==> src/rtl/i2crm_pkg.sv <==
// Shared types and constants for the I2C register access master.
package i2crm_pkg;

   localparam int CSR_ADDR_W = 3;
   localparam int CSR_DATA_W = 32;

   localparam logic CSR_IDX_DEVICE_ADDRESS = 1'b0;

   localparam logic [6:0] DEV_ADDR_RESET = 7'h5A;
   localparam logic [5:0] MAX_READ_LEN   = 6'd32;

   localparam logic FUNC_START = 1'b0;
   localparam logic FUNC_TICK  = 1'b1;

   typedef enum logic [3:0] {
      PH_IDLE,
      PH_START1,
      PH_TX_ADDRW,
      PH_TX_REG,
      PH_TX_DATA,
      PH_START2,
      PH_TX_ADDRR,
      PH_RX,
      PH_STOP_OK,
      PH_STOP_ERR
   } phase_type;

   typedef struct packed {
      logic       func;
      logic       is_read;
      logic [7:0] reg_index;
      logic [7:0] write_data;
      logic [5:0] read_count;
      logic       sda_in;
   } req_item_type;

   typedef struct packed {
      logic       scl_release;
      logic       sda_release;
      logic       busy_res;
      logic       data_valid;
      logic [7:0] read_data;
      logic       last_byte;
      logic       done_res;
      logic       nack_error;
   } rsp_item_type;

endpackage

==> src/rtl/i2crm_seq.sv <==
// Bit-level I2C sequencer: advances one half period per tick transaction.
module i2crm_seq
   import i2crm_pkg::*;
(
   input  logic         clock,
   input  logic         reset,
   input  logic         step,
   input  req_item_type item,
   input  logic [6:0]   dev_addr,
   output rsp_item_type result
);

   phase_type  phase_ff, phase_in;
   logic [1:0] half_ff, half_in;
   logic [3:0] bits_ff, bits_in;
   logic [7:0] shift_ff, shift_in;
   logic [5:0] left_ff, left_in;
   logic       kind_ff, kind_in;
   logic [7:0] reg_ff, reg_in;
   logic [7:0] value_ff, value_in;
   logic       scl_ff, scl_in;
   logic       sda_ff, sda_in;

   logic       scl_mid, sda_mid;
   logic       scl_low_next, sda_high_next;
   logic       dv, last, done, nack;
   logic [7:0] rd;
   logic [7:0] rx_shift;
   logic [5:0] left_dec;

   assign rx_shift = {shift_ff[6:0], item.sda_in};
   assign left_dec = (left_ff != 6'd0) ? left_ff - 6'd1 : left_ff;

   // line levels and per-transaction result flags
   always_comb begin
      scl_mid       = scl_ff;
      sda_mid       = sda_ff;
      scl_low_next  = 1'b0;
      sda_high_next = 1'b0;
      dv            = 1'b0;
      rd            = 8'd0;
      last          = 1'b0;
      done          = 1'b0;
      nack          = 1'b0;
      if (item.func == FUNC_TICK) begin
         case (phase_ff)
            PH_START1, PH_START2: begin
               case (half_ff)
                  2'd0: sda_mid = 1'b1;
                  2'd1: scl_mid = 1'b1;
                  2'd2: sda_mid = 1'b0;
                  default: scl_mid = 1'b0;
               endcase
            end
            PH_TX_ADDRW, PH_TX_REG, PH_TX_DATA, PH_TX_ADDRR: begin
               if (half_ff == 2'd0) begin
                  sda_mid = (bits_ff < 4'd8) ? shift_ff[7] : 1'b1;
               end else if (half_ff == 2'd1) begin
                  scl_mid = 1'b1;
               end else begin
                  scl_mid = 1'b0;
               end
            end
            PH_RX: begin
               if (bits_ff < 4'd8) begin
                  if (half_ff == 2'd0) begin
                     sda_mid = 1'b1;
                  end else begin
                     scl_mid      = 1'b1;
                     scl_low_next = 1'b1;
                     if (bits_ff == 4'd7) begin
                        dv   = 1'b1;
                        rd   = rx_shift;
                        last = (left_ff <= 6'd1);
                     end
                  end
               end else begin
                  if (half_ff == 2'd0) begin
                     sda_mid = (left_ff > 6'd1) ? 1'b0 : 1'b1;
                  end else if (half_ff == 2'd1) begin
                     scl_mid = 1'b1;
                  end else begin
                     scl_mid       = 1'b0;
                     sda_high_next = 1'b1;
                  end
               end
            end
            PH_STOP_OK, PH_STOP_ERR: begin
               if (half_ff == 2'd0) begin
                  sda_mid = 1'b0;
               end else if (half_ff == 2'd1) begin
                  scl_mid = 1'b1;
               end else begin
                  sda_mid = 1'b1;
                  done    = 1'b1;
                  nack    = (phase_ff == PH_STOP_ERR);
               end
            end
            default: begin
            end
         endcase
      end
   end

   // sequencer next state
   always_comb begin
      phase_in  = phase_ff;
      half_in   = half_ff;
      bits_in   = bits_ff;
      shift_in  = shift_ff;
      left_in   = left_ff;
      kind_in   = kind_ff;
      reg_in    = reg_ff;
      value_in  = value_ff;
      scl_in    = scl_ff;
      sda_in    = sda_ff;
      if (item.func == FUNC_START) begin
         if (phase_ff == PH_IDLE) begin
            kind_in  = item.is_read;
            reg_in   = item.reg_index;
            value_in = item.write_data;
            left_in  = (item.read_count > MAX_READ_LEN) ? MAX_READ_LEN : item.read_count;
            phase_in = PH_START1;
            half_in  = 2'd0;
            bits_in  = 4'd0;
         end
      end else begin
         scl_in = scl_low_next ? 1'b0 : scl_mid;
         sda_in = sda_high_next ? 1'b1 : sda_mid;
         case (phase_ff)
            PH_START1, PH_START2: begin
               if (half_ff != 2'd3) begin
                  half_in = half_ff + 2'd1;
               end else begin
                  phase_in = (phase_ff == PH_START1) ? PH_TX_ADDRW : PH_TX_ADDRR;
                  shift_in = {dev_addr, (phase_ff == PH_START2)};
                  bits_in  = 4'd0;
                  half_in  = 2'd0;
               end
            end
            PH_TX_ADDRW, PH_TX_REG, PH_TX_DATA, PH_TX_ADDRR: begin
               if (half_ff == 2'd0) begin
                  half_in = 2'd1;
               end else if (half_ff == 2'd1) begin
                  if (bits_ff >= 4'd8 && item.sda_in) begin
                     bits_in = 4'd9;
                  end
                  half_in = 2'd2;
               end else begin
                  half_in = 2'd0;
                  if (bits_ff < 4'd8) begin
                     shift_in = {shift_ff[6:0], 1'b0};
                     bits_in  = bits_ff + 4'd1;
                  end else if (bits_ff == 4'd9) begin
                     phase_in = PH_STOP_ERR;
                  end else begin
                     case (phase_ff)
                        PH_TX_ADDRW: begin
                           phase_in = PH_TX_REG;
                           shift_in = reg_ff;
                           bits_in  = 4'd0;
                        end
                        PH_TX_REG: begin
                           if (kind_ff) begin
                              phase_in = PH_START2;
                           end else begin
                              phase_in = PH_TX_DATA;
                              shift_in = value_ff;
                              bits_in  = 4'd0;
                           end
                        end
                        PH_TX_DATA: phase_in = PH_STOP_OK;
                        default: begin
                           if (left_ff == 6'd0) begin
                              phase_in = PH_STOP_OK;
                           end else begin
                              phase_in = PH_RX;
                              bits_in  = 4'd0;
                              shift_in = 8'd0;
                           end
                        end
                     endcase
                  end
               end
            end
            PH_RX: begin
               if (bits_ff < 4'd8) begin
                  if (half_ff == 2'd0) begin
                     half_in = 2'd1;
                  end else begin
                     shift_in = rx_shift;
                     half_in  = 2'd0;
                     bits_in  = bits_ff + 4'd1;
                  end
               end else begin
                  if (half_ff == 2'd0) begin
                     half_in = 2'd1;
                  end else if (half_ff == 2'd1) begin
                     half_in = 2'd2;
                  end else begin
                     half_in = 2'd0;
                     left_in = left_dec;
                     if (left_dec == 6'd0) begin
                        phase_in = PH_STOP_OK;
                     end else begin
                        bits_in  = 4'd0;
                        shift_in = 8'd0;
                     end
                  end
               end
            end
            PH_STOP_OK, PH_STOP_ERR: begin
               if (half_ff == 2'd0) begin
                  half_in = 2'd1;
               end else if (half_ff == 2'd1) begin
                  half_in = 2'd2;
               end else begin
                  phase_in = PH_IDLE;
                  half_in  = 2'd0;
                  bits_in  = 4'd0;
               end
            end
            default: begin
               phase_in = PH_IDLE;
               half_in  = 2'd0;
            end
         endcase
      end
   end

   always_ff @(posedge clock) begin
      if (reset) begin
         phase_ff <= PH_IDLE;
         half_ff  <= 2'd0;
         bits_ff  <= 4'd0;
         shift_ff <= 8'd0;
         left_ff  <= 6'd0;
         kind_ff  <= 1'b0;
         reg_ff   <= 8'd0;
         value_ff <= 8'd0;
         scl_ff   <= 1'b1;
         sda_ff   <= 1'b1;
      end else if (step) begin
         phase_ff <= phase_in;
         half_ff  <= half_in;
         bits_ff  <= bits_in;
         shift_ff <= shift_in;
         left_ff  <= left_in;
         kind_ff  <= kind_in;
         reg_ff   <= reg_in;
         value_ff <= value_in;
         scl_ff   <= scl_in;
         sda_ff   <= sda_in;
      end
   end

   always_comb begin
      result.scl_release = (item.func == FUNC_TICK) ? scl_mid : scl_ff;
      result.sda_release = (item.func == FUNC_TICK) ? sda_mid : sda_ff;
      result.busy_res    = (phase_in != PH_IDLE);
      result.data_valid  = dv;
      result.read_data   = rd;
      result.last_byte   = last;
      result.done_res    = done;
      result.nack_error  = nack;
   end

endmodule

==> src/rtl/i2c_register_access_master_core.sv <==
// Top level of the I2C register access master: stream ports, CSR port, result register.
//
// Each req transaction is either a start command (tuser 0) or one tick of half an SCL
// period (tuser 1); every req transaction yields exactly one rsp transaction carrying the
// SCL/SDA release levels for that half period, status and any received byte. The
// sequencer takes one step per transaction, so a new transaction is accepted every
// clock while the rsp side keeps up; the result is captured in an output register on
// acceptance. A write transaction runs start, address+W, register, data, stop; a burst
// read runs start, address+W, register, repeated start, address+R, N bytes (0..32,
// larger counts clamp to 32, zero reads none), stop. A missing ACK ends with stop and
// nack_error set alongside done_res. device_address (CSR 0x0) resets to 0x5A.
module i2c_register_access_master_core
   import i2crm_pkg::*;
(
   input  logic                  clock,
   input  logic                  reset,
   input  logic                  req_tvalid,
   output logic                  req_tready,
   input  logic [23:0]           req_tdata,  // is_read, reg_index[7:0], write_data[7:0],
                                             // read_count[5:0], sda_in
   input  logic                  req_tuser,  // func
   output logic                  rsp_tvalid,
   input  logic                  rsp_tready,
   output logic [15:0]           rsp_tdata,  // scl_release, sda_release, busy_res,
                                             // read_data[7:0], done_res, nack_error, zero pad
   output logic                  rsp_tuser,  // data_valid
   output logic                  rsp_tlast,  // last_byte
   input  logic                  csr_psel,
   input  logic                  csr_penable,
   input  logic                  csr_pwrite,
   input  logic [CSR_ADDR_W-1:0] csr_paddr,
   input  logic [CSR_DATA_W-1:0] csr_pwdata,
   output logic [CSR_DATA_W-1:0] csr_prdata,
   output logic                  csr_pready
);

   logic [6:0]   dev_addr_ff;
   logic         rsp_valid_ff, rsp_valid_in;
   rsp_item_type rsp_data_ff;
   rsp_item_type step_result;
   req_item_type req_item;
   logic         accept;
   logic         csr_write;
   logic         csr_hit;

   assign csr_pready = 1'b1;
   assign csr_write  = csr_psel && csr_penable && csr_pwrite && csr_pready;
   assign csr_hit    = (csr_paddr[2] == CSR_IDX_DEVICE_ADDRESS);
   assign csr_prdata = csr_hit ? {{(CSR_DATA_W-7){1'b0}}, dev_addr_ff} : '0;

   always_ff @(posedge clock) begin
      if (reset) begin
         dev_addr_ff <= DEV_ADDR_RESET;
      end else if (csr_write && csr_hit) begin
         dev_addr_ff <= csr_pwdata[6:0];
      end
   end

   assign req_item.func       = req_tuser;
   assign req_item.is_read    = req_tdata[0];
   assign req_item.reg_index  = req_tdata[8:1];
   assign req_item.write_data = req_tdata[16:9];
   assign req_item.read_count = req_tdata[22:17];
   assign req_item.sda_in     = req_tdata[23];

   assign req_tready = !rsp_valid_ff || rsp_tready;
   assign accept     = req_tvalid && req_tready;

   i2crm_seq u_seq (
      .clock    (clock),
      .reset    (reset),
      .step     (accept),
      .item     (req_item),
      .dev_addr (dev_addr_ff),
      .result   (step_result)
   );

   always_comb begin
      rsp_valid_in = rsp_valid_ff;
      if (accept) begin
         rsp_valid_in = 1'b1;
      end else if (rsp_tready) begin
         rsp_valid_in = 1'b0;
      end
   end

   always_ff @(posedge clock) begin
      if (reset) begin
         rsp_valid_ff <= 1'b0;
      end else begin
         rsp_valid_ff <= rsp_valid_in;
      end
   end

   always_ff @(posedge clock) begin
      if (accept) begin
         rsp_data_ff <= step_result;
      end
   end

   assign rsp_tvalid = rsp_valid_ff;
   assign rsp_tdata  = {3'd0, rsp_data_ff.nack_error, rsp_data_ff.done_res,
                        rsp_data_ff.read_data, rsp_data_ff.busy_res,
                        rsp_data_ff.sda_release, rsp_data_ff.scl_release};
   assign rsp_tuser  = rsp_data_ff.data_valid;
   assign rsp_tlast  = rsp_data_ff.last_byte;

`ifndef SYNTHESIS
   a_done_not_busy: assert property (@(posedge clock) disable iff (reset)
      rsp_valid_ff && rsp_data_ff.done_res |-> !rsp_data_ff.busy_res)
      else $error("done reported while still busy");

   a_nack_with_done: assert property (@(posedge clock) disable iff (reset)
      rsp_valid_ff && rsp_data_ff.nack_error |-> rsp_data_ff.done_res)
      else $error("nack reported without done");

   a_last_with_data: assert property (@(posedge clock) disable iff (reset)
      rsp_valid_ff && rsp_data_ff.last_byte |-> rsp_data_ff.data_valid
         && rsp_data_ff.busy_res)
      else $error("last byte flag without received byte");

   a_data_during_scl_high: assert property (@(posedge clock) disable iff (reset)
      rsp_valid_ff && rsp_data_ff.data_valid |-> rsp_data_ff.scl_release)
      else $error("byte received while SCL driven low");
`endif

endmodule

==> config.mk <==
export PLATFORM = sky130hd
export DESIGN_NAME = i2c_register_access_master_core
export DESIGN_NICKNAME = d
export VERILOG_FILES = /design/src/rtl/i2crm_pkg.sv /design/src/rtl/i2crm_seq.sv /design/src/rtl/i2c_register_access_master_core.sv
export SDC_FILE = /design/constraint.sdc
export NUM_CORES = 1
export LEC_CHECK = 0
export ABC_AREA = 1
export BUFFER_PORTS_ARGS = -buffer_cell sky130_fd_sc_hd__clkbuf_2
export CAP_MARGIN = 15
export CORE_ASPECT_RATIO = 0.6
export CORE_MARGIN = 1.5
export CORE_UTILIZATION = 57
export CTS_CLUSTER_DIAMETER = 60
export DETAILED_ROUTE_END_ITERATION = 7
export HOLD_SLACK_MARGIN = 0.08
export PLACE_DENSITY = 0.86
export SKIP_LAST_GASP = 1
export SLEW_MARGIN = 20
export SYNTH_ARGS = -nofsm -noshare
export SYNTH_HDL_FRONTEND = slang
export SYNTH_SLANG_ARGS = --single-unit
==> constraint.sdc <==
create_clock -name clock -period 4.2 [get_ports clock]
set_input_delay 0.63 -clock clock [delete_from_list [all_inputs] [get_ports clock]]
set_output_delay 0.63 -clock clock [all_outputs]
set_load 0.02 [all_outputs]
==> run metrics <==
outcome=complete, no violations; number of antenna violations at the first check in global routing=0; Yosys cell types=45; final WL=10,630 um; area enclosed by the die boundary=0.007908 mm^2; Cells after Synth=602; count of nets left with antenna violations after detail routing=0; Yosys warnings=0; commonest non-fill, non-tap cell in the layout=sky130_fd_sc_hd__nand2_1; # DRC=0; number of nets at the end of the flow=725; maximum count of clock buffers along a single path=2; fill cell total of the finished layout=614; Inserted Clock Buffers=9; power per standard cell area=360.8 mW/mm^2; number of cell instances on the worst register-to-register path=10; most frequent CP cell=sky130_fd_sc_hd__inv_2; commonest cells after routing, fill and taps aside=103 x sky130_fd_sc_hd__nand2_1, 99 x sky130_fd_sc_hd__nor2_1, 63 x sky130_fd_sc_hd__clkbuf_2; worst setup slack after placement=1.695 ns; global-route wire length before repair=17,400 um; largest net degree at the start of global routing=44; combined area of the multi-input logic cells=0.002236 mm^2; kind of cell adding the most delay to the critical path=simple AND/OR/NAND/NOR gates; standard-cell rows=23; top-level I/O count=120; Initial Utilization=60.80%; count of clock tree sinks=66; port bufs=63; sort of element at the start of the critical path=flip-flop; buffers inserted by post-CTS timing repair=0; CTS H-Tree Depth=3; Final Critical Period=2.531 ns; TNS Setup=0 ns; final hold slack=0.4635 ns; critical path fanouts, max=11; final estimated routing congestion in global placement=0.9630; number of global-route vias before repair=3,560; launch instance of the worst register-to-register path=u_seq.half_ff[0]; horizontal extent of the die=113.8 um; ratio of routed vias to standard cells=5.546; remaining max-slew budget at the tightest pin=44.92%; slack of the worst reg-to-reg path=1.67 ns; kind of end point of the critical path=flip-flop; detailed placer's ending HPWL=7950 um; fraction of layout cells with a size suffix above 1=18.93%; Worst Path Buf+Inv=3; Resized Gates After CTS=0; number of violations of the max-capacitance limit=0; RSZ-0062 raised after global routing=no; pin slew with the least headroom to its limit=0.8253 ns; cell depth of the worst hold path=2; Skew-Pair Late Insertion Delay=0.34 ns; data arrival time of the critical path=2.76 ns; area of the core=0.006907 mm^2; peak supply drop=0.2593 mV; TritonCTS clock tree=done; Post-Syn Area per Cell=6.975 um^2; clock-pin slew of the registers on the worst-case setup and hold paths=0.05 ns; most used flip-flop cell after synthesis=sky130_fd_sc_hd__dfxtp_1; count of final hold-check violations=0; final setup violating endpoints=0; number of antenna diodes=0; DR pass1 iterations=5; Routed WL per cell=14.33 um; required arrival time at the worst endpoint=4.43 ns; Layout Cell Area excl Fill=0.004643 mm^2; grt total ovfl=0; period utilization=60.27%; number of buffers inserted for hold repair after clock tree synthesis=0; maximum operating frequency=395.0 MHz; standard cell with the maximum stage delay on the critical path=sky130_fd_sc_hd__dfxtp_1; DRC violation total after the first TritonRoute iteration=413; part of the Yosys area used for sequential elements=35.04%; cell area after synthesis=0.004199 mm^2; critical-path cell list=inv_1 > ha_1 > nor2_2 > nand2_1 > nor2_4 > inv_2 > o21ai_2 > inv_2 > a311oi_1 > nor2_1; worst setup skew after layout=0.003218 ns; share of synthesized flip-flops with an asynchronous set or reset=0%; Die H=69.49 um; Slew Limit Fails=0; worst hold start=u_seq.reg_ff[7]; root buffer selected by CTS=sky130_fd_sc_hd__clkbuf_16; path type of the worst min-delay path=flip-flop to flip-flop; Hold EP=u_seq.reg_ff[7]; EDFF count, synth=15; synthesized flop and latch total=66; critical path start-end classification=flip-flop to flip-flop; setup slack after layout=1.669 ns; signed area change from the synthesized netlist to the final layout=10.58%; GRT Resource Usage Total=28.00%; total area of sequential cells=0.001471 mm^2; max incr delay on CP=0.47 ns; routed via count=4,115; reg-to-reg endpoint=u_seq.left_ff[2]; placed inst area=0.004377 mm^2; LEAKAGE=2.087 nW
==> Yosys cell counts, types with 2 or more instances <==
cell type	instances	area share [%]
sky130_fd_sc_hd__nor2_2	7	1.0
sky130_fd_sc_hd__buf_4	31	5.5
sky130_fd_sc_hd__o31ai_1	3	0.54
sky130_fd_sc_hd__nor2_4	5	1.3
sky130_fd_sc_hd__nand2_1	103	9.2
sky130_fd_sc_hd__o211ai_1	5	0.89
sky130_fd_sc_hd__nand3_4	3	1.3
sky130_fd_sc_hd__o22ai_1	4	0.60
sky130_fd_sc_hd__buf_6	4	1.1
sky130_fd_sc_hd__conb_1	2	0.18
sky130_fd_sc_hd__buf_2	5	0.60
sky130_fd_sc_hd__inv_1	44	3.9
sky130_fd_sc_hd__o21ai_2	2	0.42
sky130_fd_sc_hd__ha_1	8	2.4
sky130_fd_sc_hd__edfxtp_1	15	11
sky130_fd_sc_hd__nor3_1	5	0.60
sky130_fd_sc_hd__clkbuf_1	13	1.2
sky130_fd_sc_hd__o21ai_0	30	3.6
sky130_fd_sc_hd__nand2_2	4	0.60
sky130_fd_sc_hd__a211oi_1	2	0.36
sky130_fd_sc_hd__nand3b_1	3	0.54
sky130_fd_sc_hd__nand4_1	10	1.5
sky130_fd_sc_hd__o21ai_1	18	2.1
sky130_fd_sc_hd__inv_4	2	0.30
sky130_fd_sc_hd__nor2_1	99	8.8
sky130_fd_sc_hd__dfxtp_1	51	24
sky130_fd_sc_hd__nand3_1	49	5.8
sky130_fd_sc_hd__a21oi_1	39	4.6
sky130_fd_sc_hd__a31oi_1	5	0.74
sky130_fd_sc_hd__inv_2	16	1.4
==> kinds of logic (layout without fill, tap and decap cells) <==
| kind of cell | Yosys count | in the layout | share of synthesized area (%) |
|---|---|---|---|
| AO/OA/AOI/OAI | 114 | 114 | 15.61 |
| buffers and inverters | 116 | 142 | 14.12 |
| other | 2 | 29 | 0.1789 |
| adder cells (fa/ha/maj) | 8 | 8 | 2.384 |
| AND/OR/NAND/NOR | 296 | 296 | 32.66 |
| flip-flops | 66 | 66 | 35.04 |
==> per-stage QoR <==
| step | std cells | utilization, % | power (mW) |
|---|---|---|---|
| after global placement | 726 | 63.37 | 0.9973 |
| after global routing | 742 | 67.23 | 1.746 |
| final | 742 | 67.23 | 1.675 |
| after detailed placement | 726 | 63.37 | 1.005 |
| after CTS | 742 | 67.23 | 1.675 |
| after floorplan | 629 | - | 0.9526 |
==> registers in the layout, summed over array words and instances (netlist names) <==
register        flops
rsp_tdata          13
u_seq.shift_ff      8
u_seq.kind_ff       1
u_seq.bits_ff       4
rsp_tlast           1
u_seq.phase_ff      4
u_seq.sda_ff        1
dev_addr_ff         7
u_seq.half_ff       2
u_seq.left_ff       6
u_seq.value_ff      8
u_seq.scl_ff        1
rsp_tvalid          1
rsp_tuser           1
u_seq.reg_ff        8
==> area by class of cell <==
class                   instances  share of cell area, %
multi-input cells             447                  48.15
clock buffers                  14                  5.470
repair buffers                 64                  6.952
flip-flops and latches         66                  31.69
inverters                      62                  5.120
well taps                      87                  2.344
clock inverters                 2                 0.2695
==> worst register-to-register path: stages, from the launching register on <==
cell and delay, ns:
sky130_fd_sc_hd__dfxtp_1 0.47, sky130_fd_sc_hd__inv_1 0.12, sky130_fd_sc_hd__ha_1 0.30, sky130_fd_sc_hd__nor2_2 0.26, sky130_fd_sc_hd__nand2_1 0.26, sky130_fd_sc_hd__nor2_4 0.20, sky130_fd_sc_hd__inv_2 0.06, sky130_fd_sc_hd__o21ai_2 0.41
sky130_fd_sc_hd__inv_2 0.07, sky130_fd_sc_hd__a311oi_1 0.21, sky130_fd_sc_hd__nor2_1 0.06
==> worst max path at each step <==
stage	end	cells past startpoint	start	slack [ns]
floorplan	u_seq.kind_ff	10	rsp_tready	2.09
global placement	u_seq.left_ff[2]	8	req_tuser	1.74
detailed placement	u_seq.left_ff[2]	8	req_tuser	1.70
CTS	u_seq.left_ff[2]	10	u_seq.half_ff[0]	1.74
global route	rsp_tdata[1]	9	u_seq.phase_ff[2]	1.50
finish	u_seq.left_ff[2]	10	u_seq.half_ff[0]	1.67
==> per-layer routing <==
| metal | global-route usage [%] | vias to the layer above | wire [um] | share of wire, % |
|---|---|---|---|---|
| met4 | 7.083 | 0 | 114 | 1.1 |
| li1 | - | 2028 | - | - |
| met5 | 0 | - | 0 | 0 |
| met2 | 38.29 | 236 | 4185 | 39 |
| met1 | 42.61 | 1836 | 5145 | 48 |
| met3 | 8.129 | 15 | 1187 | 11 |
==> where the power goes <==
group	switching [mW]	internal [mW]	total, mW
logic	0.197	0.0898	0.286
clock network	0.263	0.415	0.677
registers	0.0284	0.683	0.712
No activity file was read; power rests on OpenSTA's default activity.
